File: src/rtl/gre_pkg.sv
package gre_pkg;

  // default sizes of the grid
  localparam int MAX_COLS_DEF = 64;
  localparam int MAX_ROWS_DEF = 4096;

  // one chunk is 16 blocks
  localparam int BLOCK_SHIFT = 4;

  // register and field widths
  localparam int MD_W   = 7;
  localparam int GW_W   = 7;
  localparam int ORG_W  = 25;
  localparam int POS_W  = 26;
  localparam int RW_W   = 7;
  localparam int RH_W   = 13;
  localparam int AREA_W = 19;
  localparam int DIST_W = 59;

  // width of coordinate math and of one multiplier operand
  localparam int CALC_W = 32;

  // configuration port
  localparam int APB_AW = 4;
  localparam int APB_DW = 32;

  typedef enum logic [1:0] {
    REG_MIN_DIM  = 2'd0,
    REG_GRID_W   = 2'd1,
    REG_ORIGIN_X = 2'd2,
    REG_ORIGIN_Z = 2'd3
  } reg_idx_t;

endpackage

File: src/rtl/gre_height_store.sv
module gre_height_store #(
  parameter int DEPTH = gre_pkg::MAX_COLS_DEF,
  parameter int DW = $clog2(gre_pkg::MAX_ROWS_DEF + 1),
  localparam int AW = $clog2(DEPTH)
) (
  input  logic          clk,
  input  logic          rst,
  input  logic          clear,
  input  logic          we,
  input  logic [AW-1:0] addr,
  input  logic [DW-1:0] wdata,
  output logic [DW-1:0] rdata
);

  logic [DW-1:0]    mem [DEPTH];
  logic [DEPTH-1:0] vld;
  logic [DW-1:0]    rd_q;
  logic             vld_q;

  // entries never written since a clear read as zero
  always_ff @(posedge clk) begin
    if (rst) begin
      vld   <= '0;
      vld_q <= 1'b0;
    end else begin
      vld_q <= vld[addr];
      if (clear) begin
        vld <= '0;
      end else if (we) begin
        vld[addr] <= 1'b1;
      end
    end
  end

  always_ff @(posedge clk) begin
    if (we) begin
      mem[addr] <= wdata;
    end
    rd_q <= mem[addr];
  end

  assign rdata = vld_q ? rd_q : '0;

endmodule

File: src/rtl/grid_rectangle_enumerator.sv
// Rectangle finder over a binary grid fed one cell per word in row-major order.
// A run height is kept per column; for a set cell the block walks left from the
// current column over nonzero heights, tracking the minimum, and sends one word
// for every span whose width and height both reach min_dimension, narrowest
// first, with last set on the final one. A clear cell is taken and the block is
// ready again after S_RDC and S_UPD. A set cell keeps it busy through those, then
// S_RD and S_CHK per column walked and S_MA, S_MX, S_MZ and S_PUSH per rectangle
// found, plus any time the output register is held by stall. The walk ends at a
// zero height, at column zero, or once the running minimum falls below
// min_dimension. The cost comes from the single read port of the height memory
// and the one shared 32x32 multiplier that forms area and both squared center
// terms in turn. Heights are held in a memory with per-column valid bits, so
// reset and new_grid clear it at once with no clearing pass. Rows past MAX_ROWS
// are taken and dropped until new_grid starts a fresh grid.
module grid_rectangle_enumerator #(
  parameter int MAX_COLS = gre_pkg::MAX_COLS_DEF,
  parameter int MAX_ROWS = gre_pkg::MAX_ROWS_DEF
) (
  input  logic                              clk,
  input  logic                              rst,
  // cell input channel
  input  logic                              in_valid,
  output logic                              in_stall,
  input  logic                              cell_req,
  input  logic                              new_grid,
  // rectangle output channel
  output logic                              out_valid,
  input  logic                              out_stall,
  output logic signed [gre_pkg::POS_W-1:0]  rect_x,
  output logic signed [gre_pkg::POS_W-1:0]  rect_z,
  output logic [gre_pkg::RW_W-1:0]          rect_width,
  output logic [gre_pkg::RH_W-1:0]          rect_height,
  output logic [gre_pkg::AREA_W-1:0]        rect_area,
  output logic [gre_pkg::DIST_W-1:0]        distance_sq,
  output logic                              last,
  // configuration port
  input  logic                              psel,
  input  logic                              penable,
  input  logic                              pwrite,
  input  logic [gre_pkg::APB_AW-1:0]        paddr,
  input  logic [gre_pkg::APB_DW-1:0]        pwdata,
  output logic [gre_pkg::APB_DW-1:0]        prdata,
  output logic                              pready
);

  import gre_pkg::*;

  localparam int IW = $clog2(MAX_COLS);
  localparam int HW = $clog2(MAX_ROWS + 1);
  localparam int WW = $clog2(MAX_COLS + 1);
  localparam int MW = (HW > MD_W) ? HW : MD_W;

  typedef enum logic [9:0] {
    S_IDLE = 10'b0000000001,
    S_RDC  = 10'b0000000010,
    S_UPD  = 10'b0000000100,
    S_RD   = 10'b0000001000,
    S_CHK  = 10'b0000010000,
    S_MA   = 10'b0000100000,
    S_MX   = 10'b0001000000,
    S_MZ   = 10'b0010000000,
    S_PUSH = 10'b0100000000,
    S_END  = 10'b1000000000
  } state_t;

  // configuration registers
  logic [MD_W-1:0]         md;
  logic [GW_W-1:0]         gw;
  logic [ORG_W-1:0]        ox;
  logic [ORG_W-1:0]        oz;

  // sequencer and grid position
  state_t                  state;
  state_t                  state_next;
  logic [IW-1:0]           col;
  logic [HW-1:0]           row;

  // walk registers
  logic [IW-1:0]           idx;      // left edge of the span under test
  logic [HW-1:0]           row_q;
  logic                    cell_q;
  logic [WW-1:0]           w;
  logic [HW-1:0]           minh;
  logic [CALC_W-1:0]       rx_q;
  logic [CALC_W-1:0]       rz_q;
  logic [CALC_W-1:0]       ax_q;
  logic [CALC_W-1:0]       az_q;
  logic [2*CALC_W-1:0]     prod;
  logic [2*CALC_W-1:0]     dsum;
  logic [AREA_W-1:0]       area_q;

  // one rectangle held back until we know whether it is the last
  logic                    pend_valid;
  logic [POS_W-1:0]        pend_x;
  logic [POS_W-1:0]        pend_z;
  logic [RW_W-1:0]         pend_w;
  logic [RH_W-1:0]         pend_h;
  logic [AREA_W-1:0]       pend_area;
  logic [DIST_W-1:0]       pend_dist;

  // output register
  logic [POS_W-1:0]        out_x;
  logic [POS_W-1:0]        out_z;
  logic [RW_W-1:0]         out_w;
  logic [RH_W-1:0]         out_h;
  logic [AREA_W-1:0]       out_area;
  logic [DIST_W-1:0]       out_dist;
  logic                    out_last;

  // control strobes
  logic                    in_acc;
  logic                    out_acc;
  logic                    out_free;
  logic                    cfg_we;
  logic                    store_we;
  logic                    store_clear;
  logic                    out_load;
  logic                    out_last_next;
  logic                    pend_load;
  logic                    pend_drop;
  logic                    advance;
  logic                    mul_en;

  // accept-time position math
  logic [GW_W-1:0]         cols;
  logic [IW-1:0]           col_eff;
  logic [HW-1:0]           row_eff;
  logic [IW-1:0]           c_eff;
  logic                    end_row;
  logic                    ignore;

  // walk step math
  logic [HW-1:0]           rd_h;
  logic [HW-1:0]           h_new;
  logic [HW-1:0]           minh_n;
  logic                    stop;
  logic                    qual;
  logic [CALC_W-1:0]       ox_ext;
  logic [CALC_W-1:0]       oz_ext;
  logic [CALC_W-1:0]       cx;
  logic [CALC_W-1:0]       cz;
  logic [CALC_W-1:0]       cx_mag;
  logic [CALC_W-1:0]       cz_mag;
  logic [CALC_W-1:0]       mul_a;
  logic [CALC_W-1:0]       mul_b;
  logic [2*CALC_W-1:0]     dist_sum;

  assign in_stall = (state != S_IDLE);
  assign in_acc   = in_valid && !in_stall;
  assign out_acc  = out_valid && !out_stall;
  assign out_free = !out_valid || !out_stall;
  assign pready   = 1'b1;
  assign cfg_we   = psel && penable && pwrite;

  // ---------------------------------------------------------------------------
  // grid position: clamp the width and the column as the grid is defined
  // ---------------------------------------------------------------------------
  always_comb begin
    if (gw == '0) begin
      cols = GW_W'(1);
    end else if (gw > GW_W'(MAX_COLS)) begin
      cols = GW_W'(MAX_COLS);
    end else begin
      cols = gw;
    end
    col_eff = new_grid ? '0 : col;
    row_eff = new_grid ? '0 : row;
    c_eff   = (GW_W'(col_eff) >= cols) ? IW'(cols - GW_W'(1)) : col_eff;
    end_row = (GW_W'(c_eff) + GW_W'(1) >= cols);
    // past the last row nothing changes until a new grid
    ignore  = (32'(row_eff) >= MAX_ROWS);
  end

  // ---------------------------------------------------------------------------
  // column heights
  // ---------------------------------------------------------------------------
  assign h_new = cell_q ? (rd_h + HW'(1)) : '0;

  gre_height_store #(
    .DEPTH (MAX_COLS),
    .DW    (HW)
  ) u_store (
    .clk   (clk),
    .rst   (rst),
    .clear (store_clear),
    .we    (store_we),
    .addr  (idx),
    .wdata (h_new),
    .rdata (rd_h)
  );

  // ---------------------------------------------------------------------------
  // one step of the leftward walk
  // ---------------------------------------------------------------------------
  always_comb begin
    minh_n = (rd_h < minh) ? rd_h : minh;
    // the minimum only falls, so once below the limit nothing further qualifies
    stop   = (rd_h == '0) || (MW'(minh_n) < MW'(md));
    qual   = !stop && (MW'(w) >= MW'(md));
    ox_ext = {{(CALC_W - ORG_W){ox[ORG_W-1]}}, ox};
    oz_ext = {{(CALC_W - ORG_W){oz[ORG_W-1]}}, oz};
    // rectangle center in chunks and its magnitude; the shift to blocks comes in S_MA
    cx     = rx_q + CALC_W'(w >> 1);
    cz     = rz_q + CALC_W'(minh >> 1);
    cx_mag = cx[CALC_W-1] ? (CALC_W'(0) - cx) : cx;
    cz_mag = cz[CALC_W-1] ? (CALC_W'(0) - cz) : cz;
    dist_sum = dsum + prod;
  end

  // shared multiplier: area, then x squared, then z squared
  always_comb begin
    case (state)
      S_MA: begin
        mul_a = CALC_W'(w);
        mul_b = CALC_W'(minh);
      end
      S_MX: begin
        mul_a = ax_q;
        mul_b = ax_q;
      end
      default: begin
        mul_a = az_q;
        mul_b = az_q;
      end
    endcase
  end

  // ---------------------------------------------------------------------------
  // sequencer
  // ---------------------------------------------------------------------------
  always_comb begin
    state_next    = state;
    store_we      = 1'b0;
    store_clear   = 1'b0;
    out_load      = 1'b0;
    out_last_next = 1'b0;
    pend_load     = 1'b0;
    pend_drop     = 1'b0;
    advance       = 1'b0;
    mul_en        = 1'b0;
    case (state)
      S_IDLE: begin
        if (in_acc) begin
          store_clear = new_grid;
          if (!ignore) begin
            state_next = S_RDC;
          end
        end
      end
      S_RDC: begin
        state_next = S_UPD;
      end
      S_UPD: begin
        store_we   = 1'b1;
        state_next = cell_q ? S_RD : S_IDLE;
      end
      S_RD: begin
        state_next = S_CHK;
      end
      S_CHK: begin
        if (stop) begin
          state_next = S_END;
        end else if (qual) begin
          state_next = S_MA;
        end else if (idx == '0) begin
          state_next = S_END;
        end else begin
          advance    = 1'b1;
          state_next = S_RD;
        end
      end
      S_MA: begin
        mul_en     = 1'b1;
        state_next = S_MX;
      end
      S_MX: begin
        mul_en     = 1'b1;
        state_next = S_MZ;
      end
      S_MZ: begin
        mul_en     = 1'b1;
        state_next = S_PUSH;
      end
      S_PUSH: begin
        // the held rectangle is not the last, since a newer one exists
        if (!pend_valid || out_free) begin
          pend_load = 1'b1;
          out_load  = pend_valid;
          if (idx == '0) begin
            state_next = S_END;
          end else begin
            advance    = 1'b1;
            state_next = S_RD;
          end
        end
      end
      S_END: begin
        if (!pend_valid) begin
          state_next = S_IDLE;
        end else if (out_free) begin
          out_load      = 1'b1;
          out_last_next = 1'b1;
          pend_drop     = 1'b1;
          state_next    = S_IDLE;
        end
      end
      default: begin
        state_next = S_IDLE;
      end
    endcase
  end

  // control state and configuration
  always_ff @(posedge clk) begin
    if (rst) begin
      state      <= S_IDLE;
      col        <= '0;
      row        <= '0;
      pend_valid <= 1'b0;
      out_valid  <= 1'b0;
      md         <= MD_W'(1);
      gw         <= GW_W'(64);
      ox         <= '0;
      oz         <= '0;
    end else begin
      state <= state_next;
      if (cfg_we) begin
        case (reg_idx_t'(paddr[3:2]))
          REG_MIN_DIM:  md <= pwdata[MD_W-1:0];
          REG_GRID_W:   gw <= pwdata[GW_W-1:0];
          REG_ORIGIN_X: ox <= pwdata[ORG_W-1:0];
          REG_ORIGIN_Z: oz <= pwdata[ORG_W-1:0];
          default: ;
        endcase
      end
      // step the grid position as soon as a cell is taken
      if (in_acc && !ignore) begin
        if (end_row) begin
          col <= '0;
          row <= row_eff + HW'(1);
        end else begin
          col <= c_eff + IW'(1);
          row <= row_eff;
        end
      end
      if (pend_load) begin
        pend_valid <= 1'b1;
      end else if (pend_drop) begin
        pend_valid <= 1'b0;
      end
      if (out_load) begin
        out_valid <= 1'b1;
      end else if (out_acc) begin
        out_valid <= 1'b0;
      end
    end
  end

  // datapath
  always_ff @(posedge clk) begin
    if (in_acc) begin
      idx    <= c_eff;
      row_q  <= row_eff;
      cell_q <= cell_req;
    end
    if (state == S_UPD) begin
      minh <= '1;
      w    <= WW'(1);
    end
    if (state == S_CHK) begin
      minh <= minh_n;
      rx_q <= ox_ext + CALC_W'(idx);
      // top row of a span of height minh ending on this row
      rz_q <= oz_ext + CALC_W'(row_q) + CALC_W'(1) - CALC_W'(minh_n);
    end
    if (advance) begin
      idx <= idx - IW'(1);
      w   <= w + WW'(1);
    end
    if (state == S_MA) begin
      ax_q <= cx_mag << BLOCK_SHIFT;
      az_q <= cz_mag << BLOCK_SHIFT;
    end
    if (state == S_MX) begin
      area_q <= prod[AREA_W-1:0];
    end
    if (state == S_MZ) begin
      dsum <= prod;
    end
    if (mul_en) begin
      prod <= mul_a * mul_b;
    end
    if (out_load) begin
      out_x    <= pend_x;
      out_z    <= pend_z;
      out_w    <= pend_w;
      out_h    <= pend_h;
      out_area <= pend_area;
      out_dist <= pend_dist;
      out_last <= out_last_next;
    end
    if (pend_load) begin
      pend_x    <= rx_q[POS_W-1:0];
      pend_z    <= rz_q[POS_W-1:0];
      pend_w    <= RW_W'(w);
      pend_h    <= RH_W'(minh);
      pend_area <= area_q;
      pend_dist <= dist_sum[DIST_W-1:0];
    end
  end

  // register readback
  always_comb begin
    case (reg_idx_t'(paddr[3:2]))
      REG_MIN_DIM:  prdata = APB_DW'(md);
      REG_GRID_W:   prdata = APB_DW'(gw);
      REG_ORIGIN_X: prdata = APB_DW'(ox);
      REG_ORIGIN_Z: prdata = APB_DW'(oz);
      default:      prdata = '0;
    endcase
  end

  assign rect_x      = out_x;
  assign rect_z      = out_z;
  assign rect_width  = out_w;
  assign rect_height = out_h;
  assign rect_area   = out_area;
  assign distance_sq = out_dist;
  assign last        = out_last;

endmodule

File: config.mk
export PLATFORM = sky130hd
export DESIGN_NAME = grid_rectangle_enumerator
export DESIGN_NICKNAME = d
export VERILOG_FILES = /design/src/rtl/gre_pkg.sv /design/src/rtl/gre_height_store.sv /design/src/rtl/grid_rectangle_enumerator.sv
export SDC_FILE = /design/constraint.sdc
export NUM_CORES = 2
export LEC_CHECK = 0
export BUFFER_PORTS_ARGS = -buffer_cell sky130_fd_sc_hd__buf_2
export CORE_ASPECT_RATIO = 0.7
export CORE_MARGIN = 10
export CORE_UTILIZATION = 40
export DETAILED_ROUTE_END_ITERATION = 16
export PLACE_DENSITY = 0.52
export SYNTH_ARGS = -nofsm -noshare
export SYNTH_HDL_FRONTEND = slang
export SYNTH_SLANG_ARGS = --single-unit
File: constraint.sdc
create_clock -name clk -period 14 [get_ports clk]
set_input_delay 0.7 -clock clk [delete_from_list [all_inputs] [get_ports clk]]
set_output_delay 0.7 -clock clk [all_outputs]
set_load 0.02 [all_outputs]
==> summary.txt <==
Routing
  • Per-cell via count in the routed design: 5.42
  • Number of detailed-route iterations in the first pass: 6
  • Routed WL: 284 mm
  • Antenna Violating Nets Remaining: 0
  • Detailed-route wire length per cell: 25.3 um
  • Violation count after the first detailed-routing iteration: 6204
  • Vias after detailed routing: 60905
  • Post-route DRC violation count: 0

Power
  • Clock Power Share: 29.1%
  • Worst IR drop on VDD: 298 uV
  • Comb power frac: 34.8%
  • Switching share of power: 33.9%
  • Total power per unit cell area: 143 nW/um^2
  • P_int: 0.00994 W
  • P_leak: 43.4 nW
  • Fraction of power consumed by sequential logic: 36.1%
  • Power dissipated by switching net loads: 0.00509 W

CTS
  • Buffer depth of the longest clock path: 4
  • Post-CTS clock slew at the launch and capture registers of the worst setup and hold paths: 0.06 ns
  • Hold buffer count at cts: 0
  • Setup fix buffers added after clock tree synthesis: 0
  • Level count of the clock H-tree: 4
  • Cells resized by post-CTS repair: 0
  • Clk_lat worst skew: 0.85 ns
  • Clock buffer count from CTS: 167
  • CTS tree: yes
  • Clock sink count: 1593
  • Clock Root Buffer: sky130_fd_sc_hd__clkbuf_16

Die
  • Die footprint: 255000 sq um
  • Top-Level Pins: 231
  • Placement Rows: 148
  • Die height: 426 um
  • Core region area: 233000 sq um
  • Die W: 600 um
  • Starting Density: 40.3%

Layout
  • Final standard cell count with taps included and fillers excluded: 11229
  • Number of filler cells placed in the layout: 21386
  • Area Overhead vs Synth: 11.6%
  • Count of nets after finishing: 9316
  • Area of all sequential standard cells: 46100 sq um
  • Fraction of final layout cells with drive strength greater than 1: 9.15%
  • Total area of multi-input combinational cells: 43600 sq um

STA
  • Final min period: 11.74 ns
  • RSZ-0062 raised after global routing: no
  • Worst-case headroom to the max-slew limit: 19.1%
  • Setup Total Neg Slack: 0 ns
  • Transition time at the pin with the least slew margin: 1.21 ns
  • Final setup vio count: 0
  • Fin. max-slew vios: 0
  • Worst setup skew after layout: 0.0790 ns
  • Hold Violations, Final: 0
  • Fmax: 0.0851 GHz
  • Portion of the clock cycle consumed by the worst path in the final layout: 83.9%
  • Final setup slack of the worst path: 2.26 ns

Synth
  • Share of Yosys cell area claimed by the top area cell type: 45.3%
  • Syn Area/Cell: 12.3 sq um
  • Post-synth top flop: sky130_fd_sc_hd__edfxtp_1
  • Sequential element share of the synthesized area: 49.0%
  • Cell count after synthesis: 7652
  • Number of storage elements in the synthesis netlist: 1593
  • Synth warnings: 0
  • Number of synthesized flops with an enable pin: 1420
  • Cell accounting for the most synthesized area: sky130_fd_sc_hd__edfxtp_1
  • Netlist area before placement: 94100 sq um
  • Yosys cell types: 98
  • Cell types occupying the most area after synthesis: sky130_fd_sc_hd__edfxtp_1 (45%), sky130_fd_sc_hd__fa_1 (19%), sky130_fd_sc_hd__ha_1 (5.1%), sky130_fd_sc_hd__inv_1 (4.4%), sky130_fd_sc_hd__dfxtp_1 (3.7%)
  • Post-synth ARST share: 0%

Worst hold path
  • Class of the worst hold path: primary input to flop

Place
  • GPL Wtd Cong: 0.914
  • HPWL Detailed: 203 mm
  • Total of buffers placed on input and output ports: 213
  • Post-placement cell count: 10918
  • Minimum setup slack after placement: 2.22 ns

Critical path
  • Arrival time at the worst endpoint: 12.29 ns
  • CP most frequent cell: sky130_fd_sc_hd__fa_1
  • Largest driver fanout on the critical path: 24
  • Crit path buffers/inverters: 6
  • Critical Setup Path Class: flop to flop
  • Worst EP required: 14.55 ns
  • Critical path's slowest cell: sky130_fd_sc_hd__nor3b_2
  • Largest incremental delay on the critical path: 0.72 ns
  • Largest delay share family, worst path: adder cells
  • Worst Setup Start Kind: flop
  • Worst setup EP type: flop

Global route
  • Initial antenna violation count: 29
  • Largest net degree at the start of global routing: 94
  • Via count of the first global-routing pass: 61842
  • GRT Total Usage: 22.0%
  • First-pass GRT wire length: 420 mm
  • Total grt overflow: 0

Outcome
  • Run status: finished clean

Job
  • Max-capacitance violation count: 0
[cells in the mapped netlist, types with 22 or more instances]
| library cell | instances |
|---|---|
| sky130_fd_sc_hd__a211oi_1 | 27 |
| sky130_fd_sc_hd__a21o_1 | 108 |
| sky130_fd_sc_hd__a21oi_1 | 267 |
| sky130_fd_sc_hd__a221oi_1 | 61 |
| sky130_fd_sc_hd__a22o_1 | 70 |
| sky130_fd_sc_hd__a22oi_1 | 357 |
| sky130_fd_sc_hd__a31oi_1 | 74 |
| sky130_fd_sc_hd__a41oi_1 | 46 |
| sky130_fd_sc_hd__and2_1 | 41 |
| sky130_fd_sc_hd__and3_1 | 55 |
| sky130_fd_sc_hd__buf_1 | 40 |
| sky130_fd_sc_hd__buf_2 | 26 |
| sky130_fd_sc_hd__clkbuf_1 | 254 |
| sky130_fd_sc_hd__dfxtp_1 | 173 |
| sky130_fd_sc_hd__edfxtp_1 | 1420 |
| sky130_fd_sc_hd__fa_1 | 871 |
| sky130_fd_sc_hd__ha_1 | 387 |
| sky130_fd_sc_hd__inv_1 | 1103 |
| sky130_fd_sc_hd__mux2i_1 | 47 |
| sky130_fd_sc_hd__nand2_1 | 573 |
| sky130_fd_sc_hd__nand2b_1 | 28 |
| sky130_fd_sc_hd__nand3_1 | 100 |
| sky130_fd_sc_hd__nand4_1 | 56 |
| sky130_fd_sc_hd__nor2_1 | 545 |
| sky130_fd_sc_hd__nor2b_1 | 59 |
| sky130_fd_sc_hd__nor3_1 | 51 |
| sky130_fd_sc_hd__nor4_1 | 29 |
| sky130_fd_sc_hd__o21a_1 | 93 |
| sky130_fd_sc_hd__o21ai_0 | 125 |
| sky130_fd_sc_hd__o21bai_1 | 26 |
| sky130_fd_sc_hd__or2_2 | 22 |
| sky130_fd_sc_hd__xnor2_1 | 169 |
| sky130_fd_sc_hd__xor2_1 | 112 |
[metrics by stage]
step | cell area, sq um | hold WS, ns | total power, W | util, %
after CTS | 105000 | 0.0618 | 0.0151 | 45.0
after floorplan | 94800 | 0.400 | 0.00925 | -
final | 105000 | 0.118 | 0.0150 | 45.0
after global placement | 99800 | 0.403 | 0.0106 | 42.8
after global routing | 105000 | 0.0946 | 0.0160 | 45.0
after detailed placement | 99800 | 0.405 | 0.0107 | 42.8
[sequential cells by signal, indices dropped and copies added (netlist names), 28 cells and up]
signal and flops:
u_store.mem 832, u_store.vld 64, distance_sq 59, dsum 59, pend_dist 59, prod 59
ax_q 28, az_q 28, rz_q 28
[final cells by class]
class	count	share of cell area, %
Inverter	1110	3.97
Clock buffer	224	4.39
Multi-Input combinational cell	4802	41.5
Antenna cell	12	0.0286
Clock inverter	74	0.626
Sequential cell	1593	43.9
Timing Repair Buffer	339	1.96
Tap cell	3075	3.66
[cells in the final DEF (no fill, tap or decap), types with 74 or more instances in the layout]
cell type,n
sky130_fd_sc_hd__a21o_1,108
sky130_fd_sc_hd__a21oi_1,265
sky130_fd_sc_hd__a22oi_1,355
sky130_fd_sc_hd__a31oi_1,74
sky130_fd_sc_hd__buf_2,212
sky130_fd_sc_hd__buf_4,123
sky130_fd_sc_hd__clkbuf_16,172
sky130_fd_sc_hd__conb_1,185
sky130_fd_sc_hd__dfxtp_1,173
sky130_fd_sc_hd__edfxtp_1,1420
sky130_fd_sc_hd__fa_1,871
sky130_fd_sc_hd__ha_1,387
sky130_fd_sc_hd__inv_1,1101
sky130_fd_sc_hd__nand2_1,572
sky130_fd_sc_hd__nand3_1,100
sky130_fd_sc_hd__nor2_1,469
sky130_fd_sc_hd__o21a_1,93
sky130_fd_sc_hd__o21ai_0,125
sky130_fd_sc_hd__xnor2_1,169
sky130_fd_sc_hd__xor2_1,112
[layer usage]
| layer | GRT usage (%) | share of wire, % | wire length (um) |
|---|---|---|---|
| met3 | 4.84 | 8.8 | 24900 |
| met4 | 6.79 | 3.3 | 9390 |
| met1 | 34.3 | 48 | 136000 |
| met5 | 0 | 0.014 | 41 |
| met2 | 30.1 | 40 | 113000 |
[final timing paths]
check	startpoint	end	slack, ns	depth (start not counted)
setup reg to reg	state[1]	prod[58]	2.26	32
hold / removal	pwdata[9]	ox[9]	0.12	3
setup / recovery	state[1]	prod[58]	2.26	32
hold reg to reg	pend_area[4]	rect_area[4]	0.39	0
[power by group through the flow]
stage	registers (W)	logic, W	clock network (W)
after floorplan	0.00551	0.00374	0
after global placement	0.00553	0.00510	0
after detailed placement	0.00553	0.00518	0
after CTS	0.00542	0.00521	0.00447
after global routing	0.00542	0.00589	0.00465
final	0.00542	0.00524	0.00438
[worst reg2reg max path: cells and delay by family (launching register included)]
family          cells  cell delay, ns
compound gates      6            2.31
flops               1            0.35
buf+inv             6            1.58
simple gates       10            2.77
fa+ha+maj           9            4.35
xor+xnor            1            0.14
[kinds of logic (layout without fill, tap and decap cells)]
| family | Yosys count | count (layout) | synth area share (%) |
|---|---|---|---|
| multiplexers | 62 | 62 | 0.763 |
| AO/OA/AOI/OAI | 1376 | 1376 | 10.3 |
| adder cells (fa/ha/maj) | 1258 | 1258 | 23.7 |
| AND/OR/NAND/NOR | 1640 | 1640 | 7.87 |
| flip-flops | 1593 | 1593 | 49.0 |
| XOR/XNOR | 281 | 281 | 2.61 |
| other | 2 | 197 | 0.00798 |
| buffers and inverters | 1440 | 1747 | 5.82 |
Note: power is estimated with default switching activity, not from simulation.
